[config.mk]
export PLATFORM = sky130hd
export DESIGN_NAME = toi_ctrl
export DESIGN_NICKNAME = d
export VERILOG_FILES = /design/src/rtl/two_opt_tour_improver_macros.svh /design/src/rtl/toi_pkg.sv /design/src/rtl/toi_ctrl.sv
export SDC_FILE = /design/constraint.sdc
export NUM_CORES = 1
export LEC_CHECK = 0
export ABC_AREA = 1
export ABC_CLOCK_PERIOD_IN_PS = 1700
export BUFFER_PORTS_ARGS = -buffer_cell sky130_fd_sc_hd__buf_2
export CORE_MARGIN = 2
export CORE_UTILIZATION = 44
export DETAILED_ROUTE_END_ITERATION = 16
export PLACE_DENSITY = 0.79
export SLEW_MARGIN = 20
export SYNTH_ARGS = -nofsm -noshare
export SYNTH_HDL_FRONTEND = slang
export SYNTH_SLANG_ARGS = --single-unit
[constraint.sdc]
create_clock -name clock -period 1.7 [get_ports clock]
set_input_delay 0.255 -clock clock [delete_from_list [all_inputs] [get_ports clock]]
set_output_delay 0.255 -clock clock [all_outputs]
set_load 0.01 [all_outputs]
[src/rtl/two_opt_tour_improver_macros.svh]
// assertion macros for the tour improver
// used by the top level only
`ifndef TWO_OPT_TOUR_IMPROVER_MACROS_SVH
`define TWO_OPT_TOUR_IMPROVER_MACROS_SVH

// same-cycle implication
`define TOI_ASSERT_NOW(label, clk, rst, ante, cons, msg) \
   label: assert property (@(posedge clk) disable iff (rst) (ante) |-> (cons)) else $error(msg);

// next-cycle implication
`define TOI_ASSERT_NEXT(label, clk, rst, ante, cons, msg) \
   label: assert property (@(posedge clk) disable iff (rst) (ante) |=> (cons)) else $error(msg);

`endif

[src/rtl/toi_pkg.sv]
// shared types and constants for the tour improver
// no dependencies
`timescale 1ns / 1ps

package toi_pkg;

   localparam int CITY_BITS    = 5;
   localparam int IN_DIST_BITS = 16;
   localparam int COUNT_BITS   = 6;
   localparam int LIMIT_BITS   = 16;
   localparam int CSR_BITS     = 16;
   localparam int MIN_CITIES   = 4;
   localparam int EMIT_MAX     = 32;

   typedef enum logic [1:0] {
      KIND_LOAD_DIST = 2'd0,
      KIND_LOAD_TOUR = 2'd1,
      KIND_RUN       = 2'd2,
      KIND_NONE      = 2'd3
   } kind_type;

   typedef enum logic {
      CSR_CITY_COUNT = 1'b0,
      CSR_ITER_LIMIT = 1'b1
   } csr_index_type;

   typedef enum logic [4:0] {
      ST_IDLE, ST_PASS, ST_RD_A, ST_RD_B, ST_CAP_B, ST_J_CHK, ST_RD_C, ST_RD_D,
      ST_CAP_D, ST_DIST_AB, ST_DIST_CD, ST_DIST_AC, ST_DIST_BD, ST_CAP_BD, ST_CMP,
      ST_REV_CHK, ST_REV_RD_LO, ST_REV_RD_HI, ST_REV_CAP, ST_REV_WR_LO,
      ST_REV_WR_HI, ST_EMIT_RD, ST_EMIT_OUT
   } state_type;

   typedef enum logic [2:0] {
      TS_I, TS_I1, TS_J, TS_J1, TS_LO, TS_HI, TS_K
   } tsel_type;

   typedef enum logic [2:0] {
      TC_NONE, TC_A, TC_B, TC_C, TC_D, TC_VLO, TC_VHI
   } tcap_type;

   typedef enum logic [1:0] {
      TW_NONE, TW_LOAD, TW_LO, TW_HI
   } twr_type;

   typedef enum logic [1:0] {
      DS_AB, DS_CD, DS_AC, DS_BD
   } dsel_type;

   typedef enum logic [2:0] {
      DC_NONE, DC_AB, DC_CD, DC_AC, DC_BD
   } dcap_type;

   typedef struct packed {
      logic     ld_dist;
      twr_type  twr;
      tsel_type tsel;
      tcap_type tcap;
      dsel_type dsel;
      dcap_type dcap;
      logic     run_init;
      logic     pass_start;
      logic     pass_inc;
      logic     i_inc;
      logic     j_inc;
      logic     rev_init;
      logic     rev_step;
      logic     emit;
   } cmd_type;

   typedef struct packed {
      logic n_lt_min;
      logic pass_done;
      logic j_ge_n;
      logic skip;
      logic i_more;
      logic improve;
      logic lo_lt_hi;
      logic k_done;
   } status_type;

endpackage

[src/rtl/toi_ctrl.sv]
// sequencer for loads, 2-opt passes, reversals and tour emission
// depends on toi_pkg
`timescale 1ns / 1ps

module toi_ctrl (
   input  logic                clock,
   input  logic                reset,
   input  logic                start,
   input  toi_pkg::kind_type   kind,
   input  toi_pkg::status_type status,
   output toi_pkg::cmd_type    cmd,
   output logic                busy
);
   import toi_pkg::*;

   state_type state_ff, state_in;

   always_ff @(posedge clock) begin
      if (reset) begin
         state_ff <= ST_IDLE;
      end else begin
         state_ff <= state_in;
      end
   end

   assign busy = (state_ff != ST_IDLE);

   always_comb begin
      state_in = state_ff;
      cmd      = '0;
      cmd.twr  = TW_NONE;
      cmd.tsel = TS_I;
      cmd.tcap = TC_NONE;
      cmd.dsel = DS_AB;
      cmd.dcap = DC_NONE;
      unique case (state_ff)
         ST_IDLE: begin
            if (start) begin
               unique case (kind)
                  KIND_LOAD_DIST: cmd.ld_dist = 1'b1;
                  KIND_LOAD_TOUR: cmd.twr = TW_LOAD;
                  KIND_RUN: begin
                     cmd.run_init = 1'b1;
                     state_in = status.n_lt_min ? ST_EMIT_RD : ST_PASS;
                  end
                  default: ;
               endcase
            end
         end
         ST_PASS: begin
            if (status.pass_done) begin
               state_in = ST_EMIT_RD;
            end else begin
               cmd.pass_start = 1'b1;
               state_in = ST_RD_A;
            end
         end
         ST_RD_A: begin
            cmd.tsel = TS_I;
            state_in = ST_RD_B;
         end
         ST_RD_B: begin
            cmd.tcap = TC_A;
            cmd.tsel = TS_I1;
            state_in = ST_CAP_B;
         end
         ST_CAP_B: begin
            cmd.tcap = TC_B;
            state_in = ST_J_CHK;
         end
         ST_J_CHK: begin
            priority if (status.j_ge_n) begin
               if (status.i_more) begin
                  cmd.i_inc = 1'b1;
                  state_in = ST_RD_A;
               end else begin
                  state_in = ST_EMIT_RD;
               end
            end else if (status.skip) begin
               cmd.j_inc = 1'b1;
            end else begin
               state_in = ST_RD_C;
            end
         end
         ST_RD_C: begin
            cmd.tsel = TS_J;
            state_in = ST_RD_D;
         end
         ST_RD_D: begin
            cmd.tcap = TC_C;
            cmd.tsel = TS_J1;
            state_in = ST_CAP_D;
         end
         ST_CAP_D: begin
            cmd.tcap = TC_D;
            state_in = ST_DIST_AB;
         end
         ST_DIST_AB: begin
            cmd.dsel = DS_AB;
            state_in = ST_DIST_CD;
         end
         ST_DIST_CD: begin
            cmd.dcap = DC_AB;
            cmd.dsel = DS_CD;
            state_in = ST_DIST_AC;
         end
         ST_DIST_AC: begin
            cmd.dcap = DC_CD;
            cmd.dsel = DS_AC;
            state_in = ST_DIST_BD;
         end
         ST_DIST_BD: begin
            cmd.dcap = DC_AC;
            cmd.dsel = DS_BD;
            state_in = ST_CAP_BD;
         end
         ST_CAP_BD: begin
            cmd.dcap = DC_BD;
            state_in = ST_CMP;
         end
         ST_CMP: begin
            if (status.improve) begin
               cmd.rev_init = 1'b1;
               state_in = ST_REV_CHK;
            end else begin
               cmd.j_inc = 1'b1;
               state_in = ST_J_CHK;
            end
         end
         ST_REV_CHK: begin
            if (status.lo_lt_hi) begin
               state_in = ST_REV_RD_LO;
            end else begin
               cmd.pass_inc = 1'b1;
               state_in = ST_PASS;
            end
         end
         ST_REV_RD_LO: begin
            cmd.tsel = TS_LO;
            state_in = ST_REV_RD_HI;
         end
         ST_REV_RD_HI: begin
            cmd.tcap = TC_VLO;
            cmd.tsel = TS_HI;
            state_in = ST_REV_CAP;
         end
         ST_REV_CAP: begin
            cmd.tcap = TC_VHI;
            state_in = ST_REV_WR_LO;
         end
         ST_REV_WR_LO: begin
            cmd.twr = TW_LO;
            state_in = ST_REV_WR_HI;
         end
         ST_REV_WR_HI: begin
            cmd.twr = TW_HI;
            cmd.rev_step = 1'b1;
            state_in = ST_REV_CHK;
         end
         ST_EMIT_RD: begin
            if (status.k_done) begin
               state_in = ST_IDLE;
            end else begin
               cmd.tsel = TS_K;
               state_in = ST_EMIT_OUT;
            end
         end
         ST_EMIT_OUT: begin
            cmd.emit = 1'b1;
            state_in = ST_EMIT_RD;
         end
         default: state_in = ST_IDLE;
      endcase
   end

endmodule

## Word level (Yosys, flattened, before mapping)

Cells that the tools add are included.

| cells by class | value |
|---|---|
| equal/unequal tests | 27 |
| $add $sub $neg | 0 |
| shifts and indexed selects | 0 |
| magnitude comparators | 0 |
| div/mod/pow operators | 0 |
| bitwise operators | 0 |
| multiplexer cells | 39 |
| reduce and logical (&&, ||, !) cells | 4 |
| multipliers | 0 |

Operators by type and width:

| operator | number |
|---|---|
| $pmux W5 S23 | 1 |
| $mux W5 | 9 |
| $eq A5 B4 Y1 const B | 8 |
| $pmux W3 S6 | 2 |
| $eq A5 B5 Y1 const B | 7 |
| $eq A5 B3 Y1 const B | 4 |
| $mux W1 | 20 |
| $pmux W2 S3 | 2 |
| $pmux W3 S4 | 1 |
| $eq A5 B2 Y1 const B | 2 |
| $mux W3 | 2 |
| $eq A5 B1 Y1 const B | 1 |
| $logic_not A5 Y1 | 1 |
| $reduce_bool A5 Y1 | 1 |
| $mux W4 | 1 |
| $ne A3 B3 Y1 const B | 1 |
| $reduce_and A3 Y1 | 1 |
| $eq A2 B1 Y1 const B | 1 |
| $eq A2 B2 Y1 const B | 1 |
| $logic_not A2 Y1 | 1 |
| $ne A2 B1 Y1 const B | 1 |
| $ne A2 B2 Y1 const B | 1 |
| $pmux W1 S2 | 1 |

| word-level totals | value |
|---|---|
| RAM bits | 0 |
| flip-flop bits (word level) | 5 |
| latch bits | 0 |
| word-level logic and storage cells | 71 |
| output and inout bits | 23 |
| memories | 0 |
| ROM bits | 0 |
| bits of input ports | 13 |

## Logic depth before layout (Yosys ltp)

Gate-level depths: netlist of the first run.

| depth | value |
|---|---|
| word-level depth | 4 |
| mapped depth | 11 |
| gate-level depth less buffers | 11 |

## Worst setup path after synthesis of the first run

Ideal clock, no wire load.

| timing path | value |
|---|---|
| path type | flip-flop to output port |
| start | register state_ff[1] |
| end | output cmd[19] (netlist name) |
| data arrival time | 1.266 ns |
| cell stages (with the launch flop) | 4 |
| path slack | 0.179 ns |
| required time | 1.445 ns |
| path buffers | 0 |
| path through | dfxtp_1 -> nor2_1 -> nand3_2 -> o41ai_1 |

RTL lines:

| element | line | source |
|---|---|---|
| from (decl) | toi_ctrl.sv:16 | `state_type state_ff, state_in;` |
| from (signal assigned) | toi_ctrl.sv:22 | `state_ff <= state_in;` |
| to (decl) | toi_ctrl.sv:11 | `output toi_pkg::cmd_type cmd,` |

==> results of run 1 <==
-- area by class of cell --
class	count	share of cell area, %
inverter	22	8.04
sequential	5	10.7
timing repair buffer	46	25.5
clock buffer	3	2.19
tap	16	1.95
clock inverter	1	0.487
multi-input combinational	101	51.2
-- through the flow --
stage	cells	hold slack, ns	cell area, µm²	setup WS, ns	setup TNS [ns]
after floorplan	129	0.324	674	0.179	0
after global placement	187	0.472	922	0.232	0
after detailed placement	187	0.475	922	0.201	0
after CTS	191	0.199	960	0.000373	0
after global routing	194	0.212	1030	-0.0724	-0.200
final	194	0.213	1030	0.0190	0
-- metal layers --
metal	routed length [µm]	GRT usage, %	share of wire [%]	up-vias
met2	1230	43.9	48	73
li1	-	-	-	527
met1	1000	28.5	39	486
met5	0	0	0	-
met4	45	13.3	1.8	0
met3	283	6.81	11	11
-- repair_timing --
item	4_1_cts	5_1_grt
endpoints found under the setup margin	4	19
buffers inserted	0	3
pin swaps	0	4
resized for setup	7	19
-- power breakdown --
part           switching (mW)  internal (mW)
registers              0.0467          0.154
logic                   0.510          0.297
clock network          0.0518         0.0853
total                   0.609          0.537
-- path summary, 6_finish.rpt --
kind / start / end
worst max-delay path: state_ff[1] / cmd[19]
worst min register to register: state_ff[4] / state_ff[3]
worst min-delay path: reset / state_ff[2]
worst max register to register: state_ff[3] / state_ff[1]
-- cell families (layout without fill, tap and decap cells) --
logic type | after synthesis | in the layout | share of synthesized area (%)
and+or+nand+nor | 81 | 81 | 53.1
AOI/OAI and AO/OA | 20 | 20 | 18.7
DFF | 5 | 5 | 14.8
buffers and inverters | 23 | 72 | 13.4
-- cell usage in the layout, fill, tap and decap left out, types with 2 or more instances in the layout --
cell	synthesis	routed
buf_2	0	35
nand2_1	31	27
inv_1	22	19
nor2_1	24	19
nand3_1	16	16
buf_4	1	10
nand2_2	0	4
nor2_4	1	4
o31ai_1	4	4
o21ai_0	7	4
a21oi_1	4	4
inv_2	0	3
nand4_1	3	3
nor3_1	3	3
clkbuf_4	0	3
nor2_2	0	2
nand3_2	2	2
o21ai_1	0	2
o211ai_1	2	2
dfxtp_4	0	2
dfxtp_2	0	2
==> results.tsv, run 1 <==
stage	metric	value	unit
run_status	outcome	complete, no violations	
setup_path	crit-path max cell delay	0.37	ns
min_path	Hold Path Depth	2	
layout	nets	192	
setup_path	Worst path slowest cell	dfxtp_4	
clock_tree	hold_buf cts	0	
routing	DR iter-0 viols	63	
sta	Final Max Tran Viols	0	
global_routing	first-pass GRT wire length	3680	µm
sta	Slew Limit Headroom	81.1	%
flow_run	Max Cap Viol	0	
floorplanning	Core Area	1470	µm²
placed_design	Port Buffers	35	
logic_synthesis	Seq/Total Area, Yosys	14.8	%
layout	biggest regs	state_ff: 5 flops	
layout	Reg with most FFs	state_ff	
pwr	PwrDens	1120	nW/µm²
logic_synthesis	Synth Flop Type	dfxtp_1	
setup_path	reg-to-reg slack, setup	0.21	ns
sta	min Tclk post-route	1.68	ns
setup_path	critical path arrival	1.43	ns
logic_synthesis	largest cells by area after synthesis	nand2_1 17%, dfxtp_1 15%, nor2_1 13%	
routing	ANT nets after route	0	
logic_synthesis	cell taking the most area after synthesis	nand2_1	
routing	routed wire length	2560	µm
sta	RSZ-0062 raised after global routing	true	
setup_path	Setup crit end kind	output port	
routing	vias per inst	5.65	
logic_synthesis	Async SR Flop Fraction	0	%
logic_synthesis	Cells after Synth	129	
setup_path	CP startpoint kind	flip-flop	
routing	DRC	0	
layout	layout cell share with drive strength beyond 1	39.9	%
layout	Largest register FFs	5	
clock_tree	Clk Latency, worst-skew pair	0.24	ns
routing	WL/cell	13.2	µm
logic_synthesis	Post-synth top cells	31 x nand2_1, 24 x nor2_1, 22 x inv_1	
global_routing	vias in the first global route	947	
sta	Slew @ Worst Pin	0.280	ns
clock_tree	H-tree depth	1	
sta	Final period util	98.9	%
clock_tree	Root Driver	clkbuf_4	
logic_synthesis	Net Count, Synth	142	
routing	DR vias	1097	
global_routing	initial antenna violation count	0	
layout	Seq. cell area	110	µm²
setup_path	CP Cell Sequence	inv_1 -> nand2_1 -> nor2_1 -> nand2_2 -> o41ai_1 -> buf_2	
floorplanning	DIE WIDTH	43.2	µm
sta	clk_skew	0.00630	ns
setup_path	CP bufs+invs	2	
floorplanning	Ports	36	
clock_tree	TritonCTS clock tree	done	
setup_path	Crit path depth	6	
logic_synthesis	post-synth top area share	17.3	%
setup_path	Max FO, Critical Path	5	
clock_tree	Max Buffers Root-to-Sink	2	
logic_synthesis	number of synthesized flops with an enable pin	0	
logic_synthesis	#FFs+latches synth	5	
sta	Final setup viols	0	
pwr	Tot Pwr	1.15	mW
logic_synthesis	Synth Area per Inst	5.23	µm²
layout	multi-input logic area	526	µm²
placed_design	hpwl dp	1880	µm
global_routing	total gr overflow	0	
setup_path	R2R cell count	9	
layout	diodes inserted	0	
logic_synthesis	count of different cell masters after synthesis	18	
setup_path	Largest delay share family, worst path	simple AND/OR/NAND/NOR gates	
setup_path	worst setup path category	reg -> out	
layout	Layout fillers	139	
floorplanning	die extent in y	43.2	µm
floorplanning	Cell Rows	14	
logic_synthesis	synth warn	0	
clock_tree	clock sink total	5	
setup_path	Critical Path RT	1.44	ns
routing	DRT Pass-1 Iters	4	
layout	Layout Area Growth over Synthesis	52.3	%
global_routing	largest net degree at the start of global routing	10	
clock_tree	TritonCTS Buffers	3	
pwr	Peak VDD IR	0.658	mV
floorplanning	Die ar.	1860	µm²
min_path	worst min-delay path class	in -> reg	
placed_design	routability cong.	1.01	
sta	max frequency	595	MHz
floorplanning	initial core utilization	45.8	%
layout	Core Util, Final	69.8	%
logic_synthesis	Mapped Area	674	µm²
sta	Final Hold Fails	0	
pwr	Leak	0.632	nW
logic_synthesis	most frequent cell after synthesis	nand2_1	
clock_tree	clk slew on worst S/H paths	0.05	ns
global_routing	gr usage total	25.6	%
Power figures use the tool's default switching activity.
==> run 2: changes to the inputs <==
- ABC_CLOCK_PERIOD_IN_PS: 1700 -> 1800
- clock period: 1.7 -> 1.8 ns (I/O delays scaled with it)
==> results.tsv, run 2 (synthesis results as in run 1) <==
stage	metric	value	unit
sta	max frequency	577	MHz
pwr	Combinational Power Share	67.1	%
sta	Final period util	96.2	%
sta	Post-Route Setup TNS	0	ns
clock_tree	Root Driver	clkbuf_4	
placed_design	Port Buffers	35	
setup_path	CP startpoint kind	flip-flop	
setup_path	Setup crit end kind	output port	
global_routing	initial antenna violation count	0	
floorplanning	Ports	36	
clock_tree	Max Buffers Root-to-Sink	2	
floorplanning	die extent in y	43.2	µm
sta	min Tclk post-route	1.73	ns
placed_design	routability cong.	0.963	
setup_path	Worst path slowest cell	dfxtp_2	
sta	Slew @ Worst Pin	0.241	ns
global_routing	vias in the first global route	875	
global_routing	largest net degree at the start of global routing	10	
clock_tree	TritonCTS Buffers	3	
global_routing	first-pass GRT wire length	3650	µm
routing	DRC	0	
global_routing	gr usage total	25.2	%
flow_run	Max Cap Viol	0	
pwr	Internal	0.477	mW
sta	Final Hold Fails	0	
routing	routed wire length	2310	µm
sta	Final Max Tran Viols	0	
clock_tree	clock sink total	5	
setup_path	critical path arrival	1.46	ns
setup_path	Critical Path RT	1.53	ns
sta	final hold slack	0.224	ns
pwr	switching part of the total	52.7	%
pwr	register share of total power	19.4	%
layout	Largest register FFs	5	
floorplanning	DIE WIDTH	43.2	µm
layout	Core Util, Final	65.2	%
setup_path	worst setup path category	reg -> out	
pwr	Clk pwr share	13.5	%
sta	Slew Limit Headroom	83.7	%
setup_path	Largest delay share family, worst path	buffers and inverters	
layout	nets	187	
min_path	worst min-delay path class	in -> reg	
layout	commonest non-fill, non-tap cells in the layout	35 x buf_2, 30 x nand2_1, 22 x nor2_1	
global_routing	total gr overflow	0	
sta	Final setup viols	0	
setup_path	CP Cell Sequence	inv_1 -> nor2_1 -> buf_4 -> nand4_1 -> o21ai_0 -> buf_2	
setup_path	CP bufs+invs	3	
pwr	Leak	0.607	nW
layout	diodes inserted	0	
sta	clk_skew	0.00440	ns
layout	biggest regs	state_ff: 5 flops	
floorplanning	initial core utilization	45.8	%
pwr	Psw	0.532	mW
run_status	outcome	complete, no violations	
floorplanning	Die ar.	1860	µm²
clock_tree	TritonCTS clock tree	done	
pwr	Peak VDD IR	0.831	mV
layout	Reg with most FFs	state_ff	
floorplanning	Core Area	1470	µm²
layout	Layout Area Growth over Synthesis	42.3	%
floorplanning	Cell Rows	14	
routing	ANT nets after route	0	
layout	Layout fillers	146	
clock_tree	Post-CTS Setup Inserts	0	
setup_path	Max FO, Critical Path	6	
routing	vias per inst	5.48	
clock_tree	H-tree depth	1	
routing	DR iter-0 viols	47	
placed_design	hpwl dp	1840	µm
clock_tree	clk slew on worst S/H paths	0.05	ns
routing	DRT Pass-1 Iters	4	
layout	layout cell share with drive strength beyond 1	32.4	%
layout	most common cell after layout, fill and taps aside	buf_2	
setup_path	crit-path max cell delay	0.37	ns
clock_tree	Clk Latency, worst-skew pair	0.25	ns
routing	WL/cell	12.2	µm
routing	DR vias	1036	
pwr	PwrDens	1050	nW/µm²
run 2: cell types whose count changed in the layout (fill, tap and decap cells not counted), moves of 2 or more:
| cell | change |
|---|---|
| buf_4 | -4 |
| nor2_4 | -2 |
| nand2_1 | +3 |
| dfxtp_4 | -2 |
| o21ai_0 | +2 |
| inv_2 | -3 |
| nor2_1 | +3 |
| inv_1 | +2 |
| nand2_2 | -3 |
run 2: power groups by stage:
| stage | sequential [mW] | combinational [mW] | clock (mW) |
|---|---|---|---|
| after global placement | 0.177 | 0.637 | 0 |
| after floorplan | 0.170 | 0.433 | 0 |
| after global routing | 0.198 | 0.754 | 0.142 |
| after CTS | 0.182 | 0.652 | 0.137 |
| after detailed placement | 0.180 | 0.644 | 0 |
| final | 0.196 | 0.677 | 0.136 |
run 2: timing repair:
| action | 4_1_cts | 5_1_grt |
|---|---|---|
| setup endpoints to repair | 2 | 5 |
| hold buffers | 0 | 0 |
| resized for setup | 4 | 7 |
run 2: layout make-up:
| class | count | area, µm² | share of cell area [%] |
|---|---|---|---|
| clock buffers | 4 | 26.3 | 2.74 |
| inverters | 22 | 85.1 | 8.87 |
| multi-input cells | 101 | 504 | 52.5 |
| flip-flops and latches | 5 | 104 | 10.8 |
| well taps | 16 | 20.0 | 2.09 |
| repair buffers | 41 | 220 | 22.9 |
run 2: through the flow:
step | area [µm²] | total power [mW] | std cells | worst slack (ns)
2_1_floorplan | 674 | 0.603 | 129 | 0.264
3_3_place_gp | 907 | 0.814 | 185 | 0.256
3_5_place_dp | 907 | 0.824 | 185 | 0.181
4_1_cts | 940 | 0.971 | 189 | 0.0215
5_1_grt | 960 | 1.09 | 189 | -0.00807
6_report | 960 | 1.01 | 189 | 0.0681
run 2: metal layers:
metal / routed length (µm) / part of all wire, % / global-route usage [%]
met1: 933 / 40 / 35.0
met2: 1100 / 48 / 40.6
met3: 260 / 11 / 0.851
met4: 14 / 0.61 / 10.3
met5: 0 / 0 / 0
run 2: final timing paths:
check / from / endpoint / slack [ns] / cells past startpoint
worst max register to register: state_ff[1] / state_ff[2] / 0.35 / 9
worst min register to register: state_ff[4] / state_ff[3] / 0.75 / 2
worst min-delay path: reset / state_ff[2] / 0.22 / 2
worst max-delay path: state_ff[0] / cmd[18] / 0.07 / 6
==> run 3: changes to the inputs <==
- ABC_AREA: 1 -> 0
- CORE_UTILIZATION: 44 -> 46
==> results.tsv, run 3 <==
stage	metric	value	unit
logic_synthesis	Net Count, Synth	131	
routing	vias per inst	6.14	
logic_synthesis	Seq/Total Area, Yosys	13.1	%
sta	RSZ-0062 raised after global routing	true	
logic_synthesis	Post-synth top cells	13 x nor2_1, 12 x nor3_1, 8 x a21oi_1	
clock_tree	TritonCTS clock tree	done	
routing	DR iter-0 viols	55	
run_status	failing checks	setup timing	
clock_tree	clock sink total	5	
logic_synthesis	largest cells by area after synthesis	dfxtp_1 13%, nor3_1 7.9%, nor2_1 6.4%	
flow_run	Max Cap Viol	0	
routing	DRT Pass-1 Iters	4	
layout	Core Util, Final	75.5	%
routing	routed wire length	2700	µm
clock_tree	Max Buffers Root-to-Sink	2	
pwr	Tot Pwr	1.60	mW
placed_design	Post-DP Area	987	µm²
layout	nets	177	
setup_path	Setup crit end kind	output port	
sta	Final setup viols	4	
sta	Post-Route Setup TNS	-0.429	ns
global_routing	total gr overflow	0	
setup_path	R2R cell count	5	
logic_synthesis	synth warn	0	
routing	DRC	0	
placed_design	Port Buffers	35	
logic_synthesis	Mapped Area	764	µm²
logic_synthesis	Cells after Synth	118	
layout	Largest register FFs	5	
sta	Final Max Tran Viols	0	
pwr	Leak	0.549	nW
global_routing	largest net degree at the start of global routing	20	
logic_synthesis	Synth Flop Type	dfxtp_1	
logic_synthesis	most frequent cell after synthesis	nor2_1	
sta	Final period util	108	%
sta	fin worst setup slack	-0.140	ns
floorplanning	die extent in y	44.8	µm
sta	max frequency	515	MHz
layout	layout cell share with drive strength beyond 1	43.6	%
logic_synthesis	cell taking the most area after synthesis	dfxtp_1	
global_routing	met3 Usage GRT	2.00	%
placed_design	dpl cells	168	
pwr	Peak VDD IR	0.714	mV
setup_path	Critical Path RT	1.53	ns
setup_path	Max FO, Critical Path	2	
layout	biggest regs	state_ff: 5 flops	
sta	Slew @ Worst Pin	0.289	ns
floorplanning	DIE WIDTH	44.8	µm
clock_tree	TritonCTS Buffers	3	
setup_path	critical path arrival	1.67	ns
clock_tree	clk slew on worst S/H paths	0.04	ns
global_routing	gr usage total	26.1	%
layout	Finished Cell Area	1150	µm²
layout	diodes inserted	0	
logic_synthesis	#FFs+latches synth	5	
logic_synthesis	count of different cell masters after synthesis	41	
global_routing	met2 Usage GRT	44.1	%
global_routing	first-pass GRT wire length	3990	µm
pwr	PwrDens	1390	nW/µm²
layout	most common cell after layout, fill and taps aside	buf_2	
logic_synthesis	number of synthesized flops with an enable pin	0	
run_status	outcome	finished, violations left	
floorplanning	Die ar.	2000	µm²
layout	Layout fillers	116	
routing	ANT nets after route	0	
clock_tree	Root Driver	clkbuf_4	
sta	Slew Limit Headroom	80.5	%
floorplanning	Ports	36	
layout	Reg with most FFs	state_ff	
sta	Final Hold Fails	0	
global_routing	GR peak layer	met2	
placed_design	routability cong.	0.914	
placed_design	Place WS	0.0996	ns
min_path	Hold Path Depth	4	
logic_synthesis	Synth Area per Inst	6.48	µm²
logic_synthesis	post-synth top area share	13.1	%
floorplanning	Core Area	1520	µm²
floorplanning	initial core utilization	50.2	%
layout	Finished Layout Cells	179	
setup_path	CP startpoint kind	flip-flop	
global_routing	met1 Use GR	35.2	%
logic_synthesis	Async SR Flop Fraction	0	%
layout	commonest non-fill, non-tap cells in the layout	35 x buf_2, 14 x buf_4, 11 x nor3_1, 11 x nor2_1, 8 x a21oi_1	
placed_design	hpwl dp	1750	µm
sta	final hold slack	0.340	ns
global_routing	vias in the first global route	918	
floorplanning	Cell Rows	14	
sta	clk_skew	0.000672	ns
routing	DR vias	1099	
global_routing	initial antenna violation count	0	
min_path	worst min-delay path class	in -> reg	
layout	Layout Area Growth over Synthesis	50.6	%
clock_tree	Clk Latency, worst-skew pair	0.24	ns
setup_path	worst setup path category	reg -> out	
routing	WL/cell	15.1	µm
sta	min Tclk post-route	1.94	ns
clock_tree	H-tree depth	1	
## run 3: cell count changes after synthesis, sizes merged, moves of 6 or more
cell	previous run	this run
inv	22	5
nor2	25	13
nand2	31	2
nand3	18	2
nand2b	0	7
nor3	3	12
clkbuf	0	6
## run 3: power breakdown
part / switching, mW / total (mW) / internal [mW]
clock network: 0.0486 / 0.133 / 0.0840
logic: 0.687 / 1.27 / 0.579
registers: 0.0477 / 0.200 / 0.152
## run 3: metal layers
| metal | wire, µm | vias up |
|---|---|---|
| li1 | - | 523 |
| met1 | 1090 | 506 |
| met2 | 1310 | 62 |
| met3 | 243 | 8 |
| met4 | 55 | 0 |
| met5 | 0 | - |
## run 3: repair_timing
item | CTS | global route
pin swaps | 3 | 1
buffers inserted | 1 | 6
gates resized for setup | 3 | 19
setup endpoints to repair | 6 | 13
endpoints found under the hold margin | 0 | 0
hold buffers | 0 | 0
## run 3: path summary, 6_finish.rpt
path,from,end,slack [ns]
worst max-delay path,state_ff[3],cmd[19],-0.14
worst min register to register,state_ff[2],state_ff[2],0.72
worst min-delay path,reset,state_ff[0],0.34
worst max register to register,state_ff[3],state_ff[3],0.18
## run 3: layout make-up
type	instances	area, µm²	share of cell area, %
multi-input combinational	97	669	58.2
timing repair buffer	52	314	27.3
sequential	5	103	8.91
clock buffer	4	26.3	2.28
tap	16	20.0	1.74
inverter	5	18.8	1.63
## run 3: kinds of logic (layout without fill, tap and decap cells)
kind of cell	after synthesis	count (layout)	share of synthesized area [%]
AO/OA/AOI/OAI	33	33	28.6
AND/OR/NAND/NOR	60	60	44.8
flip-flops	5	5	13.1
XOR/XNOR	3	3	3.44
buffers and inverters	16	61	8.67
multiplexers	1	1	1.31
## run 3: critical path: stages, from the launching register on
cell and delay [ns]:
dfxtp_1 0.31, or2_1 0.24, or4_4 0.44, nor3b_4 0.19, a21o_1 0.13, buf_2 0.12
